**config.mk**
```make
export PLATFORM = sky130hd
export DESIGN_NAME = hcbp_queue
export DESIGN_NICKNAME = d
export VERILOG_FILES = /design/src/rtl/hcbp_pkg.sv /design/src/rtl/hcbp_queue.sv
export SDC_FILE = /design/constraint.sdc
export NUM_CORES = 1
export LEC_CHECK = 0
export BUFFER_PORTS_ARGS = -buffer_cell sky130_fd_sc_hd__buf_2
export CORE_ASPECT_RATIO = 1.4
export CORE_MARGIN = 10
export CORE_UTILIZATION = 35
export DETAILED_ROUTE_END_ITERATION = 12
export SYNTH_ARGS = -nofsm -noshare
export SYNTH_HDL_FRONTEND = slang
export SYNTH_SLANG_ARGS = --single-unit
```
**constraint.sdc**
```tcl
create_clock -name clk -period 3.17 [get_ports clk]
set_clock_uncertainty 0.1 [all_clocks]
set_input_delay 0.317 -clock clk [delete_from_list [all_inputs] [get_ports clk]]
set_output_delay 0.317 -clock clk [all_outputs]
set_load 0.05 [all_outputs]
```
**src/rtl/hcbp_pkg.sv**
```systemverilog
// ----------------------------------------------------------------------------
// hcbp_pkg
// Shared types and constants of the code bit packer: operation codes,
// field widths and the command that passes from the table front to the packer.
// ----------------------------------------------------------------------------
package hcbp_pkg;

  // operation codes of an input item
  typedef enum logic [1:0] {
    OP_LOAD   = 2'd0,
    OP_ENCODE = 2'd1,
    OP_FLUSH  = 2'd2,
    OP_NONE   = 2'd3
  } op_t;

  localparam int SYMBOL_COUNT = 128;
  localparam int SYM_W        = 7;
  localparam int MAX_CODE_LEN = 32;
  localparam int LEN_W        = 6;
  localparam int BITS_W       = 32;
  localparam int BYTE_BITS    = 8;
  localparam int PEND_W       = BYTE_BITS - 1;
  localparam int ACC_W        = BITS_W + PEND_W;
  localparam int CNT_W        = 6;
  localparam int QUEUE_DEPTH  = 4;
  localparam int QPTR_W       = 2;
  localparam int QCNT_W       = 3;

  // one command for the packer
  typedef struct packed {
    logic              is_flush;
    logic [LEN_W-1:0]  len;
    logic [BITS_W-1:0] bits;
  } cmd_t;

endpackage

```
**src/rtl/hcbp_queue.sv**
```systemverilog
// ----------------------------------------------------------------------------
// hcbp_queue
// Short command queue between the table front and the packer.
// ----------------------------------------------------------------------------
module hcbp_queue (
  input  logic           clk,
  input  logic           rst,
  input  logic           push_valid,
  output logic           push_ready,
  input  hcbp_pkg::cmd_t push_cmd,
  output logic           pop_valid,
  input  logic           pop_ready,
  output hcbp_pkg::cmd_t pop_cmd
);

  hcbp_pkg::cmd_t                entries [hcbp_pkg::QUEUE_DEPTH];
  logic [hcbp_pkg::QPTR_W-1:0]   wr_ptr;
  logic [hcbp_pkg::QPTR_W-1:0]   rd_ptr;
  logic [hcbp_pkg::QCNT_W-1:0]   count;
  logic                          do_push;
  logic                          do_pop;

  function automatic logic [hcbp_pkg::QCNT_W-1:0] QCNT_INC(input logic b);
    QCNT_INC = {{(hcbp_pkg::QCNT_W-1){1'b0}}, b};
  endfunction

  assign push_ready = (count != hcbp_pkg::QCNT_W'(hcbp_pkg::QUEUE_DEPTH));
  assign pop_valid  = (count != '0);
  assign pop_cmd    = entries[rd_ptr];
  assign do_push    = push_valid && push_ready;
  assign do_pop     = pop_valid && pop_ready;

  // entry storage
  always_ff @(posedge clk) begin
    if (do_push) begin
      entries[wr_ptr] <= push_cmd;
    end
  end

  // pointers and fill count
  always_ff @(posedge clk) begin
    if (rst) begin
      wr_ptr <= '0;
      rd_ptr <= '0;
      count  <= '0;
    end else begin
      if (do_push) begin
        wr_ptr <= wr_ptr + 1'b1;
      end
      if (do_pop) begin
        rd_ptr <= rd_ptr + 1'b1;
      end
      count <= count + QCNT_INC(do_push) - QCNT_INC(do_pop);
    end
  end

endmodule

```
* Yosys cells after proc, flatten, opt, wreduce, memory -nomap -nowiden *
Memories as Yosys holds them, arrays and structs flattened. A register that Yosys moved wholly into a read port is not among the register bits.
Cells that the tools add are included.

word-level totals
  flip-flop bits (word level) = 7
  output and inout port bits = 41
  memories kept = 1
  input bits = 43
  memory bits (writable) = 156

memories
  memory   depth  bits a word  rd ports  clocked after memory_dff  wr ports  RTL line          text
  entries  4      39           1         1                         1         hcbp_queue.sv:16  hcbp_pkg::cmd_t entries [hcbp_pkg::QUEUE_DEPTH];

cells by class
  reduce and logical (&&, ||, !) cells = 3
  add/sub/neg operators = 4
  multiplexer cells = 4
  eq/ne operators = 1

operators by type and width
  cell                 count
  $add 2x1->2 const B  2
  $mux 2               2
  $add 3x1->3          1
  $ne 3x3->1 const B   1
  $reduce_bool 3->1    1
  $sub 3x1->3          1
  $logic_and 1x1->1    2
  $mux 1               2

* Logic depth before layout (Yosys ltp) *
  word-level depth = 4
  depth in mapped cells = 11
  depth with buffers taken out = 11

* Worst setup path before layout *
Ideal clock, no wire load.

  kind = reg-to-reg
  from = register count[1] (netlist bit)
  to = memory entries[0][0] (netlist bit), enable pin
  data arrival time = 1.743 ns
  period minus slack after synthesis = 2.243 ns
  path slack = 0.927 ns
  data required time = 2.670 ns
  path buffers = 0
  stages on the path, launching flop included = 4
  cell sequence = dfxtp_1 nor2_1 a21boi_2 and2_1

on the way
  word-level cells in the longest chain between the ends = 4

RTL lines
  item                          RTL line          text
  start: declaration            hcbp_queue.sv:19  logic [hcbp_pkg::QCNT_W-1:0] count;
  start signal: assignment      hcbp_queue.sv:53  count <= count + QCNT_INC(do_push) - QCNT_INC(do_pop);
  $ne 3x3->1                    hcbp_queue.sv:27  assign push_ready = (count != hcbp_pkg::QCNT_W'(hcbp_pkg::QUEUE_DEPTH));
  $logic_and 1x1->1             hcbp_queue.sv:30  assign do_push = push_valid && push_ready;
  $mux 1                        hcbp_queue.sv:35  if (do_push) begin
  $mux 1 (implied by the code)  hcbp_queue.sv:36  entries[wr_ptr] <= push_cmd;
  end: declaration              hcbp_queue.sv:16

Every way passes these cells.

* Worst setup path in the final report *
  from = register count[1] (netlist bit)
  to = register count[2] (netlist bit)

on the way
  word-level cells in the longest chain between the ends = 4
  elaborated cells on any way between the ends = 6

RTL lines
  item               RTL line
  $ne 3x3->1         hcbp_queue.sv:27
  $logic_and 1x1->1  hcbp_queue.sv:30
  $add 3x1->3        hcbp_queue.sv:53
  $sub 3x1->3 *      hcbp_queue.sv:53

Every way passes the cells marked *; elsewhere a longest branch is shown, timed or not.
A chain may end at the register's enable or synchronous reset.

==> metrics.txt <==
DRC violations left=0; fin util=between 40% and 50%; Fill cells=roughly 1500; Iter 0 DRT Violations=about 140; Total Neg Setup Slack=0 ns; main area contributors after synthesis=edfxtp_1, mux4_2, dfxtp_1; XOR/XNOR share of the synthesized area=less than 1%; count leader, synth=edfxtp_1; clock sinks=roughly 170; Final Hold Vio Count=0; run status=finished, final reports clean; max-cap violations=0; CTS tree=built; total setup buffers inserted after CTS=0; Boundary Pins=84; post-synthesis cell type count=24; Synth Area per Inst=around 24 sq um; Critical Path Sink Type=register; number of nets produced by synthesis=just over 300; Mapped Cells=252; Core ar.=~17000 sq um; #FFs+latches synth=approximately 170; R2R Path End=count[2]; Async SR Flop Fraction=0%; CTS buffer count=17; Synth top cells by count=edfxtp_1, mux4_2, dfxtp_1; global route overflow=0; DR vias/cell=between 4 and 5; CTS Buffer Depth=2; post-CTS sizing=0; post-DR wirelength/cell=~19 microns; Clk pin slew, worst setup/hold paths=around 0.06 ns; Hold EP=entries[0][3]; placed insts=570; WHS=around 0.021 ns; Port Buf Inserts=83; Worst R2R Setup Slack=just over 0.6 ns; post-synthesis simple-gate area fraction=under 10%; final non-filler cell total=around 600; Rows=between 50 and 60; Via Count=2730; hpwl dp=between 7000 and 8000 microns; max-slew violation count=0; Worst setup SP type=register; Synth Area in Adders=1.56%; worst skew pair latency=approximately 0.40 ns; area share of the largest cell type after synthesis=between 70 and 80%; largest net degree at the start of global routing=25; synth warn=0; fmax=around 390 MHz; area leader, netlist=edfxtp_1; WHS Path Cells=1; final wirelength=between 10000 and 15000 microns; PD cells=approximately 940 nW/um^2; EDFF count, synth=about 160; largest family of logic cells by synthesized area=multiplexers; Reg2Reg Depth=11; number of inserted diodes=0; die area=23100 sq um; kind of critical path=reg -> reg; Layout area overhead=22.7%; H-Tree Level Count=4; GRT Resource Usage Total=between 10% and 20%; compound-cell area share of the yosys netlist=less than 1%; hold wc startpoint=push_cmd[3]; CP Data Required Time=3.39 ns; portion of netlist area occupied by mux cells=14.8%; TritonRoute pass-1 iters=4; Starting Density=between 30% and 40%; Leak=approximately 2.5 nW; vias in the first global route=between 3000 and 4000; Die W=approximately 130 microns; initial antenna violation count=2; min Tclk post-route=2.55 ns; first-pass GRT wire length=between 15000 and 20000 microns; Mapped Area=just over 6000 sq um; crit path DAT=roughly 2.8 ns; crit share post-route=between 80 and 90%; Seq/Total Area, Yosys=79.9%; final antenna-violating net count=0; share of cells above drive strength 1=a little under half; CP max FO=7; routability cong.=about 0.66; r2r startpoint=count[1]; VDD IR max=0.599 mV; cell area after layout=between 7000 and 8000 sq um; nets@finish=between 400 and 500; RSZ-0062 raised after global routing=no; HP Class=in -> reg; Slew @ Worst Pin=0.617 ns; Rel. slew slack=approximately 60%; root buffer cell=clkbuf_16; DIE HEIGHT=176 microns; Most used DFF post-synth=edfxtp_1; Setup violations, final=0; dpl cell area=between 6000 and 7000 sq um
[registers in the layout, indices dropped and copies added (netlist names), named ones only]
signal	count
entries	156
rd_ptr	2
count	3
wr_ptr	2
[cell usage in the layout (no fill, tap or decap), types with 3 or more instances in the layout]
cell type  instances
inv_6              4
buf_2             83
edfxtp_1         156
nor2_1             8
buf_12             4
inv_1              5
clkbuf_16         17
dfxtp_1            7
inv_8              3
and2_2             4
mux4_2            39
ha_1               6
buf_4              4
[worst max path at each step]
stage	startpoint	to	slack (ns)
floorplan	count[1]	entries[0][0]	0.93
CTS	count[1]	count[2]	0.59
detailed placement	count[1]	count[2]	0.62
finish	count[1]	count[2]	0.62
global placement	count[1]	count[2]	0.83
global route	count[1]	count[2]	0.40
[area by class of cell]
class	instances	area, sq um	area share [%]
Sequential cell	165	4870	65.2
Inverter	5	18.8	0.251
Clock inverter	14	166	2.23
Multi-Input combinational cell	73	1150	15.4
Tap cell	236	295	3.95
Clock buffer	17	425	5.69
Timing Repair Buffer	93	546	7.30
[per-stage QoR]
| step | setup WS [ns] | power, mW |
|---|---|---|
| 2_1_floorplan | 0.927 | 4.51 |
| 3_3_place_gp | 0.832 | 5.02 |
| 3_5_place_dp | 0.622 | 5.07 |
| 4_1_cts | 0.587 | 7.12 |
| 5_1_grt | 0.404 | 7.32 |
| 6_report | 0.624 | 6.99 |
[logic make-up after synthesis]
| group | count (synthesis) |
|---|---|
| flip-flops | 165 |
| multiplexers | 41 |
| AND/OR/NAND/NOR | 19 |
| buffers and inverters | 14 |
| adder cells (fa/ha/maj) | 7 |
| AO/OA/AOI/OAI | 3 |
| XOR/XNOR | 3 |
[power by group]
| group | internal, mW | switching, mW | leakage (nW) | total, mW |
|---|---|---|---|---|
| registers | 2.68 | 0.146 | 1.50 | 2.83 |
| logic | 0.684 | 1.45 | 0.737 | 2.14 |
| clock network | 1.18 | 0.848 | 0.286 | 2.03 |
[critical path: stages, from the launching register on]
cell and delay (ns):
dfxtp_1 0.44, nor2_1 0.12, a21boi_2 0.29, inv_1 0.09
ha_1 0.30, inv_1 0.06, ha_1 0.13, inv_1 0.05
fa_1 0.37, xor2_1 0.16, and2_1 0.17, nor3_1 0.17
[routing by layer]
| metal | track usage [%] | vias up | part of all wire, % |
|---|---|---|---|
| li1 | - | 1260 | - |
| met1 | 11.6 | 1407 | 41 |
| met2 | 17.7 | 49 | 53 |
| met3 | 3.30 | 10 | 4.1 |
| met4 | 4.60 | 4 | 1.2 |
| met5 | 0 | - | 0.30 |
[repair_timing]
item / CTS / global route
endpoints found under the hold margin: 8 / 0
endpoints found under the setup margin: 0 / 0
hold buffers: 2 / 0
No activity file was read; power rests on OpenSTA's default activity.
