[src/rtl/hcbp_pkg.sv]
// ----------------------------------------------------------------------------
// hcbp_pkg
// Shared types and constants of the code bit packer: operation codes,
// field widths and the command that passes from the table front to the packer.
// ----------------------------------------------------------------------------
package hcbp_pkg;

  // operation codes of an input item
  typedef enum logic [1:0] {
    OP_LOAD   = 2'd0,
    OP_ENCODE = 2'd1,
    OP_FLUSH  = 2'd2,
    OP_NONE   = 2'd3
  } op_t;

  localparam int SYMBOL_COUNT = 128;
  localparam int SYM_W        = 7;
  localparam int MAX_CODE_LEN = 32;
  localparam int LEN_W        = 6;
  localparam int BITS_W       = 32;
  localparam int BYTE_BITS    = 8;
  localparam int PEND_W       = BYTE_BITS - 1;
  localparam int ACC_W        = BITS_W + PEND_W;
  localparam int CNT_W        = 6;
  localparam int QUEUE_DEPTH  = 4;
  localparam int QPTR_W       = 2;
  localparam int QCNT_W       = 3;

  // one command for the packer
  typedef struct packed {
    logic              is_flush;
    logic [LEN_W-1:0]  len;
    logic [BITS_W-1:0] bits;
  } cmd_t;

endpackage

[src/rtl/hcbp_back.sv]
// ----------------------------------------------------------------------------
// hcbp_back
// Bit packer: appends commands to the pending bits, sends one byte a cycle when
// out_ready allows, via the output register; pads the partial byte on flush.
// ----------------------------------------------------------------------------
module hcbp_back (
  input  logic           clk,
  input  logic           rst,
  input  logic           cmd_valid,
  output logic           cmd_ready,
  input  hcbp_pkg::cmd_t cmd,
  output logic           out_valid,
  input  logic           out_ready,
  output logic [7:0]     packed_byte,
  output logic           last_of_run
);

  logic [hcbp_pkg::ACC_W-1:0] acc;
  logic [hcbp_pkg::ACC_W-1:0] acc_next;
  logic [hcbp_pkg::CNT_W-1:0] cnt;
  logic [hcbp_pkg::CNT_W-1:0] cnt_next;
  logic                       flush_act;
  logic                       flush_act_next;

  logic                       out_ok;
  logic                       emit;
  logic                       emit_last;
  logic [hcbp_pkg::ACC_W-1:0] base_acc;
  logic [hcbp_pkg::CNT_W-1:0] base_cnt;
  logic                       base_fl;
  logic [hcbp_pkg::ACC_W-1:0] shifted;

  assign out_ok = !out_valid || out_ready;
  assign emit   = out_ok && (flush_act || (cnt >= hcbp_pkg::CNT_W'(hcbp_pkg::BYTE_BITS)));
  assign emit_last = flush_act || (cnt < hcbp_pkg::CNT_W'(2 * hcbp_pkg::BYTE_BITS));

  // state after this cycle's byte, then append a popped command
  always_comb begin
    base_acc = acc;
    base_cnt = cnt;
    base_fl  = flush_act;
    if (emit) begin
      if (flush_act) begin
        base_acc = '0;
        base_cnt = '0;
        base_fl  = 1'b0;
      end else begin
        base_acc = acc >> hcbp_pkg::BYTE_BITS;
        base_cnt = cnt - hcbp_pkg::CNT_W'(hcbp_pkg::BYTE_BITS);
      end
    end

    cmd_ready = !base_fl && (base_cnt < hcbp_pkg::CNT_W'(hcbp_pkg::BYTE_BITS));
    shifted   = {{hcbp_pkg::PEND_W{1'b0}}, cmd.bits} << base_cnt[2:0];

    acc_next       = base_acc;
    cnt_next       = base_cnt;
    flush_act_next = base_fl;
    if (cmd_valid && cmd_ready) begin
      if (cmd.is_flush) begin
        flush_act_next = (base_cnt != '0);
      end else begin
        acc_next = {{hcbp_pkg::BITS_W{1'b0}}, base_acc[hcbp_pkg::PEND_W-1:0]} | shifted;
        cnt_next = {3'b000, base_cnt[2:0]} + cmd.len;
      end
    end
  end

  // packer state
  always_ff @(posedge clk) begin
    if (rst) begin
      acc       <= '0;
      cnt       <= '0;
      flush_act <= 1'b0;
    end else begin
      acc       <= acc_next;
      cnt       <= cnt_next;
      flush_act <= flush_act_next;
    end
  end

  // output register
  always_ff @(posedge clk) begin
    if (rst) begin
      out_valid <= 1'b0;
    end else if (emit) begin
      out_valid <= 1'b1;
    end else if (out_ready) begin
      out_valid <= 1'b0;
    end
  end

  always_ff @(posedge clk) begin
    if (emit) begin
      packed_byte <= acc[7:0];
      last_of_run <= emit_last;
    end
  end

endmodule

[config.mk]
export PLATFORM = sky130hd
export DESIGN_NAME = hcbp_back
export DESIGN_NICKNAME = d
export VERILOG_FILES = /design/src/rtl/hcbp_pkg.sv /design/src/rtl/hcbp_back.sv
export SDC_FILE = /design/constraint.sdc
export NUM_CORES = 1
export LEC_CHECK = 0
export BUFFER_PORTS_ARGS = -buffer_cell sky130_fd_sc_hd__buf_4
export CELL_PAD_IN_SITES_DETAIL_PLACEMENT = 2
export CELL_PAD_IN_SITES_GLOBAL_PLACEMENT = 2
export CORE_UTILIZATION = 34
export DETAILED_ROUTE_END_ITERATION = 8
export PLACE_DENSITY = 0.88
export SLEW_MARGIN = 10
export SYNTH_ARGS = -nofsm -noshare
export SYNTH_HDL_FRONTEND = slang
export SYNTH_SLANG_ARGS = --single-unit
[constraint.sdc]
create_clock -name clk -period 3.5 [get_ports clk]
set_clock_uncertainty 0.05 [all_clocks]
set_input_delay 1.05 -clock clk [delete_from_list [all_inputs] [get_ports clk]]
set_output_delay 1.05 -clock clk [all_outputs]
set_load 0.02 [all_outputs]
After elaboration in Yosys (flattened, before gate mapping)
Index checks and enable logic that the tools add are counted.

operators by class
  add/subtract/negate cells = 2
  multiply operators = 0
  divide/modulo/power cells = 0
  order comparisons = 3
  eq/ne operators = 0
  shift operators = 1
  multiplexer cells = 13
  bitwise operators = 1
  reductions and logical operators = 10

operators with widths
  cell                                                        number
  2-to-1 mux 39 bit                                           3
  bitwise OR 7 x 39 -> 39 bit                                 1
  left shift 32 x 3 -> 39 bit                                 1
  2-to-1 mux 31 bit                                           1
  2-to-1 mux 6 bit                                            4
  adder 3 x 6 -> 6 bit                                        1
  >= comparator 6 x 4 -> 1 bit, second input constant         1
  less-than comparator 6 x 4 -> 1 bit, second input constant  1
  less-than comparator 6 x 5 -> 1 bit, second input constant  1
  nonzero test 6 bit                                          1
  subtractor 6 x 4 -> 6 bit, second input constant            1
  2-to-1 mux 1 bit                                            5
  logical AND 1 bit                                           3
  logical OR 1 bit                                            3
  zero test 1 bit                                             2
  nonzero test 2 bit                                          1

storage, ports and cells
  register bits = 56
  latch bits = 0
  memory bits (writable) = 0
  ROM bits = 0
  output and inout bits = 11
  logic and storage cells = 36
  memories = 0

Depth between registers and ports, before layout
Gate-level depths: netlist (run 1).

  word-level depth = 8
  depth in mapped cells = 12
  gate-level depth less buffers = 10

Worst setup path after synthesis (run 1)
OpenSTA, ideal clock, no wires.

  path kind = input port to flip-flop
  start = in out_ready
  end = reg cnt[4] in the netlist's numbering
  library setup time = 128 ps
  arrival time = 2968 ps
  data required time = 3322 ps
  setup slack = 354 ps
  stages on the path = 12
  cell sequence = nor2b_1 buf_2 o21ai_1 inv_2 clkbuf_1 ha_1 fa_1 a21o_1 nand2_1 xnor2_1 a21oi_1 nor2_1

between the ends
  longest elaborated chain between the ends = 7
  elaborated cells on any way between the ends = 11
  those cells by class = add/sub (1); order compare (1); mux (4); reduce/logical (5)

RTL lines
  what                                                                           line             text
  from (decl)                                                                    hcbp_back.sv:13  input logic out_ready,
  logical OR 1 bit (*)                                                           hcbp_back.sv:33  assign out_ok = !out_valid || out_ready;
  logical AND 1 bit (*)                                                          hcbp_back.sv:34  assign emit = out_ok && (flush_act || (cnt >= hcbp_pkg::CNT_W'(hcbp_pkg::BYTE_BITS)));
  2-to-1 mux 6 bit / 2-to-1 mux 1 bit (equally long branches)                    hcbp_back.sv:42  if (emit) begin
  less-than comparator 6 x 4 -> 1 bit / zero test 1 bit (equally long branches)  hcbp_back.sv:53  cmd_ready = !base_fl && (base_cnt < hcbp_pkg::CNT_W'(hcbp_pkg::BYTE_BITS));
  logical AND 1 bit                                                              hcbp_back.sv:53
  logical AND 1 bit                                                              hcbp_back.sv:59  if (cmd_valid && cmd_ready) begin
  2-to-1 mux 6 bit (*)                                                           hcbp_back.sv:59
  to (signal assigned)                                                           hcbp_back.sv:77  cnt <= cnt_next;
  to (decl)                                                                      hcbp_back.sv:20  logic [hcbp_pkg::CNT_W-1:0] cnt;

Mark *: on every way between the ends. The rest lies on a longest branch, timed or not.
A chain may end at the register's enable or synchronous reset.

Final worst setup path (run 1)
  start = in out_ready
  end = out cmd_ready

between the ends
  longest elaborated chain between the ends = 5
  elaborated cells on any way between the ends = 7
  those cells by class = order compare (1); mux (2); reduce/logical (4)

RTL lines
  what                                                                           line             text
  logical OR 1 bit (*)                                                           hcbp_back.sv:33
  logical AND 1 bit (*)                                                          hcbp_back.sv:34
  2-to-1 mux 6 bit / 2-to-1 mux 1 bit (equally long branches)                    hcbp_back.sv:42
  less-than comparator 6 x 4 -> 1 bit / zero test 1 bit (equally long branches)  hcbp_back.sv:53
  logical AND 1 bit (*)                                                          hcbp_back.sv:53
  to (decl)                                                                      hcbp_back.sv:10  output logic cmd_ready,

Marked as above.

==> results of run 1 <==
==> power by group <==
part | internal [W] | total, W | switching, W
Clock | 0.000273 | 0.000546 | 0.000273
Sequential | 0.000887 | 0.00101 | 0.000125
Combinational | 0.000721 | 0.00213 | 0.00141
==> cell usage after synthesis, types with 7 or more instances <==
master | n | share of area, %
buf_2 | 28 | 3.3
o21ai_1 | 8 | 0.93
edfxtp_1 | 9 | 6.3
nor3_1 | 25 | 2.9
o21ai_0 | 17 | 2.0
mux2i_1 | 26 | 6.1
inv_2 | 7 | 0.61
and3_1 | 33 | 4.8
nor2_1 | 46 | 4.0
nand2_1 | 32 | 2.8
clkbuf_1 | 21 | 1.8
nand3_1 | 10 | 1.2
o22ai_1 | 13 | 1.9
o32ai_1 | 10 | 2.0
a21oi_1 | 61 | 7.1
a211oi_1 | 38 | 6.7
nand2b_1 | 7 | 1.0
dfxtp_1 | 47 | 22
inv_1 | 7 | 0.61
==> flip-flops by register name, indices dropped and copies added, names as in the netlist <==
register / count
acc: 39
cnt: 6
flush_act: 1
last_of_run: 1
out_valid: 1
packed_byte: 8
==> layout make-up <==
class	instances	area share, %
clock inverter	3	0.5551
multi-input combinational	427	55.87
sequential	56	24.45
inverter	14	1.060
timing repair buffer	73	11.30
tap	168	4.239
clock buffer	5	2.523
==> per-layer routing <==
layer,global-route usage (%),wire (um)
met4,13.07,741
met5,0,0
met1,39.46,8093
met2,48.16,8742
met3,4.129,1309
==> cells in the final DEF (no fill, tap or decap), types with 3 or more instances in the layout <==
master,count
buf_4,72
a21oi_1,61
nor2_1,46
dfxtp_1,46
a211oi_1,38
and3_1,33
nand2_1,32
mux2i_1,26
nor3_1,25
o21ai_0,17
o22ai_1,13
o32ai_1,10
nand3_1,10
edfxtp_1,9
o21ai_1,8
inv_2,7
nand2b_1,7
inv_1,7
nor2b_1,6
mux2_1,5
a221oi_1,5
or3_1,5
ha_1,5
clkbuf_16,5
o211ai_1,4
a22oi_1,4
a311oi_1,4
nor4_1,3
a2bb2oi_1,3
a32oi_1,3
nand4_1,3
==> through the flow <==
step / std cells / power, W / hold slack (ps) / instance area (um^2)
CTS: 746 / 0.003657 / 389.9 / 4959
finish: 746 / 0.003691 / 385.3 / 4959
global placement: 738 / 0.002966 / 366.2 / 4806
global route: 746 / 0.003867 / 402.9 / 4959
detailed placement: 738 / 0.003087 / 371.6 / 4806
floorplan: 553 / 0.002376 / 358.6 / 4287
==> worst min path at each step <==
stage / start / endpoint / slack [ps] / cells after the start
final: acc[0] / packed_byte[0] / 390 / 0
after global routing: acc[6] / packed_byte[6] / 400 / 0
after CTS: acc[0] / packed_byte[0] / 390 / 0
after detailed placement: acc[0] / packed_byte[0] / 370 / 0
after global placement: acc[6] / packed_byte[6] / 370 / 0
after floorplan: acc[0] / packed_byte[0] / 360 / 0
==> cell families after synthesis <==
| logic type | after synthesis | share of synthesized area, % |
|---|---|---|
| XOR/XNOR | 4 | 0.8174 |
| multiplexers | 35 | 8.961 |
| buffers and inverters | 70 | 7.122 |
| AND/OR/NAND/NOR | 178 | 20.61 |
| adder cells (fa/ha/maj) | 6 | 1.926 |
| AO/OA/AOI/OAI | 204 | 32.31 |
| flip-flops | 56 | 28.25 |
==> summary.md, run 1 <==
| Metric | Value |
|---|---|
| Status | finished, final reports clean |
| Worst skew pair latency | 310 ps |
| Register area | 1212 um^2 |
| Seq/Total Area, Yosys | 28.25% |
| H-tree Lvls | 2 |
| CTS tree | done |
| Top FF cell, synth | dfxtp_1 |
| End of the critical path | cmd_ready |
| Lkg Pwr | 1.893 nW |
| Most used cell, CP | buf_4 |
| Req. time, crit path | 2400 ps |
| Initial Util | 35.25% |
| Yosys reg bits | 56 |
| Synthesis-to-layout area growth | 15.67% |
| Worst-path maximum fanout | 3 |
| Max-slew headroom at the worst pin | 38.81% |
| Initial antenna violation count | 0 |
| WL/cell | 25.32 um |
| Critical path type | input pin to output pin |
| WP buf/inv | 3 |
| Routability cong. | 0.8737 |
| Die area | 13060 um^2 |
| First-pass GRT wire length | 29590 um |
| CP peak stage delay | 270 ps |
| Post-Syn Instances | 553 |
| Crit path depth | 7 |
| # fillers | 1396 |
| Layout cells sized above 1 | 16.78% |
| Final slew viol count | 0 |
| RSZ-0062 raised after global routing | no |
| Setup_tns | 0 ps |
| Post-synthesis async set-or-reset flop share | 0% |
| Min Tclk post-route | 3149 ps |
| DRT iter0 DRCs | 408 |
| Netlist cell types | 68 |
| DR vias/cell | 6.495 |
| CP max-delay cell | nor4_1 |
| Setup crit end kind | output pin |
| Post-synth EDFFs | 9 |
| GRT Total Usage | 29.75% |
| Synthesized area per cell | 7.752 um^2 |
| Boundary Pins | 54 |
| Max-cap violations | 0 |
| Num CTS Buffers | 5 |
| Final setup fails | 0 |
| Net Count, Synth | 602 |
| Vias | 4845 |
| Die width | 114.3 um |
| First drt pass iteration count | 5 |
| Detailed Place HPWL | 12930 um |
| VDD IR max | 0.3065 mV |
| Launch point of the worst path | out_ready |
| Pwr dens | 744.3 nW/um^2 |
| Post-DRT Antenna Nets | 0 |
| Worst Slack Setup Final | 350.7 ps |
| Post-CTS resize count | 0 |
| Worst reg2reg path endpoint | acc[15] |
| Clock Sinks | 56 |
| Row count | 40 |
| Yosys warning count | 0 |
| Largest net degree at the start of global routing | 49 |
| ANT cells | 0 |
| DRC viols | 0 |
| CP cell instances | buf_4 -> nand2b_1 -> nor4_1 -> a211o_2 -> nand2_1 -> inv_1 -> buf_4 |
| Clock transition at path regs | 70 ps |
| Util after Layout | 40.77% |
| Hold_buf cts | 0 |
| Number of I/O port buffers | 53 |
| Post-Place Worst Slack | 259.9 ps |
| R2r setup slk | 760 ps |
| NumNets Final | 626 |
| Core area | 12160 um^2 |
| Post-CTS setup buffers | 0 |
| WL final | 18890 um |
| Longest Clk Path Bufs | 2 |
| Die H | 114.3 um |
| CP arrival | 2050 ps |
| Synth Cell Area | 4287 um^2 |
| Min-Delay Path Class | flip-flop to flip-flop |
| Vias in the first global route | 5124 |
| Final period util | 89.98% |
| Remaining Overflow, GRT | 0 |
| Root Buffer | clkbuf_16 |
| Hold Vio Cnt, Final | 0 |
| R2R depth | 8 |
| Multi-input logic area | 2770 um^2 |
| Top delay family on crit path | simple AND/OR/NAND/NOR gates |
| FMAX | 317.5 MHz |
| CP Launch Type | input pin |
| Worst Max-Slew Pin Slew | 916.8 ps |
| RR Startpoint | flush_act |
Note: power is estimated with default switching activity, not from simulation.
==> run 2, diff against run 1 <==
--- a/config.mk
+++ b/config.mk
@@ -8,9 +8,10 @@
 export BUFFER_PORTS_ARGS = -buffer_cell sky130_fd_sc_hd__buf_4
 export CELL_PAD_IN_SITES_DETAIL_PLACEMENT = 2
 export CELL_PAD_IN_SITES_GLOBAL_PLACEMENT = 2
-export CORE_UTILIZATION = 34
+export CORE_UTILIZATION = 37
 export DETAILED_ROUTE_END_ITERATION = 8
-export PLACE_DENSITY = 0.88
+export GPL_TIMING_DRIVEN = 0
+export PLACE_DENSITY = 0.94
 export SLEW_MARGIN = 10
 export SYNTH_ARGS = -nofsm -noshare
 export SYNTH_HDL_FRONTEND = slang
==> constraint.sdc (replaced) <==
create_clock -name clk -period 3.7 [get_ports clk]
set_clock_uncertainty 0.05 [all_clocks]
set_input_delay 1.11 -clock clk [delete_from_list [all_inputs] [get_ports clk]]
set_output_delay 1.11 -clock clk [all_outputs]
set_load 0.02 [all_outputs]
==> summary.md, run 2 (synthesis gave the netlist of run 1 again) <==
| Metric | Value |
|---|---|
| End of the critical path | cnt[5] |
| Number of I/O port buffers | 52 (-1.9%) |
| Vias | 5263 (+8.6%) |
| Setup crit end kind | flip-flop |
| Clock network power share | 14.0% (-0.8 points) |
| VDD IR max | 0.3693 mV (+21%) |
| CTS tree | done |
| Min Tclk post-route | 3601 ps |
| Worst skew pair latency | 310 ps (about the same) |
| NetSw | 0.001881 W (+3.9%) |
| Min-Delay Path Class | flip-flop to flip-flop |
| DRT iter0 DRCs | 578 (+42%) |
| DR vias/cell | 6.999 (+7.8%) |
| Req. time, crit path | 3830 ps (+1430 ps) |
| RSZ-0062 raised after global routing | no |
| Most common cell after layout, fill and taps aside | a21oi_1 |
| Initial antenna violation count | 0 (unchanged) |
| Boundary Pins | 54 (unchanged) |
| CP max-delay cell | nor2b_1 |
| Most frequent cells in the layout | 61 x a21oi_1, 54 x buf_4, 47 x dfxtp_1 |
| Final setup fails | 0 (unchanged) |
| Status | finished, final reports clean |
| CP Launch Type | input pin |
| Top delay family on crit path | buffers and inverters |
| Synthesis-to-layout area growth | 16.84% |
| Die width | 109.6 um (-4.1%) |
| Crit path depth | 13 (+6) |
| Largest net degree at the start of global routing | 20 (-59%) |
| H-tree Lvls | 2 (unchanged) |
| NumNets Final | 660 (+5.4%) |
| First drt pass iteration count | 5 (unchanged) |
| Worst-path maximum fanout | 10 (+7) |
| Max-cap violations | 0 (unchanged) |
| Die H | 109.6 um (-4.1%) |
| Longest Clk Path Bufs | 2 (unchanged) |
| Layout cells sized above 1 | 17.48% (+0.70 points) |
| Biggest register | acc |
| Lkg Pwr | 1.958 nW (+3.4%) |
| Multi-input logic area | 2774 um^2 (+0.14%) |
| Final slew viol count | 0 (unchanged) |
| WL final | 22330 um (+18%) |
| Clock transition at path regs | 80 ps (about the same) |
| Remaining Overflow, GRT | 0 (unchanged) |
| WL/cell | 29.69 um (+17%) |
| Worst Max-Slew Pin Slew | 733.7 ps (-183.1 ps) |
| First-pass GRT wire length | 33980 um (+15%) |
| # fillers | 1260 (-9.7%) |
| R2r setup slk | 570 ps (-190 ps) |
| Root Buffer | clkbuf_16 |
| Num CTS Buffers | 5 (unchanged) |
| Flip-flop count of the largest register after layout | 39 (unchanged) |
| CP arrival | 3730 ps (+1680 ps) |
| RR Startpoint | flush_act |
| R2R depth | 11 (+3) |
| Clock Sinks | 56 (unchanged) |
| Final std cells w/o fill | 752 (+0.80%) |
| Launch point of the worst path | out_ready |
| Detailed Place HPWL | 16390 um (+27%) |
| GRT Total Usage | 38.71% (+9.0 points) |
| Logic pwr share | 59.8% (+2.0 points) |
| Vias in the first global route | 5416 (+5.7%) |
| Hold Vio Cnt, Final | 0 (unchanged) |
| Flop pwr share | 26.2% (-1.2 points) |
| Row count | 38 (-5.0%) |
| Die area | 12020 um^2 (-8.0%) |
| Setup_tns | 0 ps (unchanged) |
| Initial Util | 38.69% (+3.4 points) |
| Worst reg2reg path endpoint | cnt[4] |
| Post-CTS setup buffers | 0 (unchanged) |
| Register area | 1211 um^2 (-0.10%) |
| WP buf/inv | 4 (+1) |
| FMAX | 277.7 MHz |
| Final period util | 97.32% |
| Pwr dens | 737.1 nW/um^2 (-0.97%) |
| CP cell instances | buf_4 -> nor2b_1 -> clkbuf_4 -> o21ai_1 -> clkbuf_2 -> inv_1 -> ha_1 -> a21o_1 -> a21oi_1 -> nor2_1 -> xor2_1 -> a21oi_1 -> nor2_1 |
| Post-placement cell count | 745 (+0.95%) |
| Routability cong. | 1.002 (+15%) |
| Critical path type | input pin to flip-flop |
| Biggest registers after layout | acc (39), packed_byte (8), cnt (6) |
| Post-DRT Antenna Nets | 0 (unchanged) |
| CP peak stage delay | 340 ps (+70 ps) |
| Sw frac | 50.94% (+1.9 points) |
| Max-slew headroom at the worst pin | 51.09% (+12 points) |
| Cell Int Power | 0.001811 W (-3.7%) |
| DRC viols | 0 (unchanged) |
| Core area | 11080 um^2 (-8.9%) |
| ANT cells | 0 (unchanged) |
-- run 2: per-stage QoR --
| stage | utilization [%] | total power, W | setup WS (ps) | hold slack, ps | instance area (um^2) |
|---|---|---|---|---|---|
| after floorplan | - | 0.002247 | 494.2 | 358.6 | 4287 |
| after global placement | 43.80 | 0.002941 | -437.7 | 365.1 | 4852 |
| after detailed placement | 43.80 | 0.003080 | -643.7 | 373.9 | 4852 |
| after CTS | 45.19 | 0.003617 | 102.9 | 392.2 | 5006 |
| after global routing | 45.21 | 0.003826 | 35.38 | 399.4 | 5009 |
| final | 45.21 | 0.003692 | 99.01 | 394.5 | 5009 |
-- run 2: what timing repair did --
action                     in CTS  in global routing
resized for setup               2                  1
setup endpoints to repair       5                  1
hold buffers                    0                  0
-- run 2: cell type report --
| class | instances | share of cell area, % |
|---|---|---|
| Tap cell | 140 | 3.497 |
| Multi-Input combinational cell | 427 | 55.38 |
| Inverter | 14 | 1.049 |
| Clock inverter | 3 | 0.5496 |
| Buffer | 55 | 5.046 |
| Clock buffer | 5 | 2.498 |
| Sequential cell | 56 | 24.18 |
| Timing Repair Buffer | 52 | 7.794 |
-- run 2: how the worst min path moves through the flow --
| stage | start | end | slack [ps] | depth (start not counted) |
|---|---|---|---|---|
| final | acc[2] | packed_byte[2] | 390 | 0 |
| after detailed placement | acc[2] | packed_byte[2] | 370 | 0 |
| after global routing | acc[2] | packed_byte[2] | 400 | 0 |
| after floorplan | acc[0] | packed_byte[0] | 360 | 0 |
| after global placement | acc[6] | packed_byte[6] | 370 | 0 |
| after CTS | acc[2] | packed_byte[2] | 390 | 0 |
-- run 2: per-layer routing --
layer | share of wire, % | track usage (%) | wire length, um | vias to the layer above
li1 | - | - | - | 2220
met1 | 41 | 50.43 | 9099 | 2646
met2 | 47 | 65.50 | 10540 | 331
met3 | 8.6 | 4.090 | 1918 | 66
met4 | 3.5 | 14.86 | 773 | 0
met5 | 0 | 0 | 0 | -
-- run 2: worst register-to-register path, stage by stage, from the launching register on --
cell,delay (ps)
dfxtp_1,360
buf_2,280
inv_2,180
o21ai_2,440
inv_2,300
ha_1,300
fa_1,410
a21o_1,200
nand2_1,100
xnor2_1,90
a21oi_1,210
nor2_1,70
-- run 2: power groups by stage --
stage	clock network, W	registers (W)	logic [W]
4_1_cts	0.000509	0.000965	0.00214
2_1_floorplan	0	0.000991	0.00126
5_1_grt	0.000523	0.000991	0.00231
3_3_place_gp	0	0.000950	0.00199
6_report	0.000517	0.000968	0.00221
3_5_place_dp	0	0.000971	0.00211
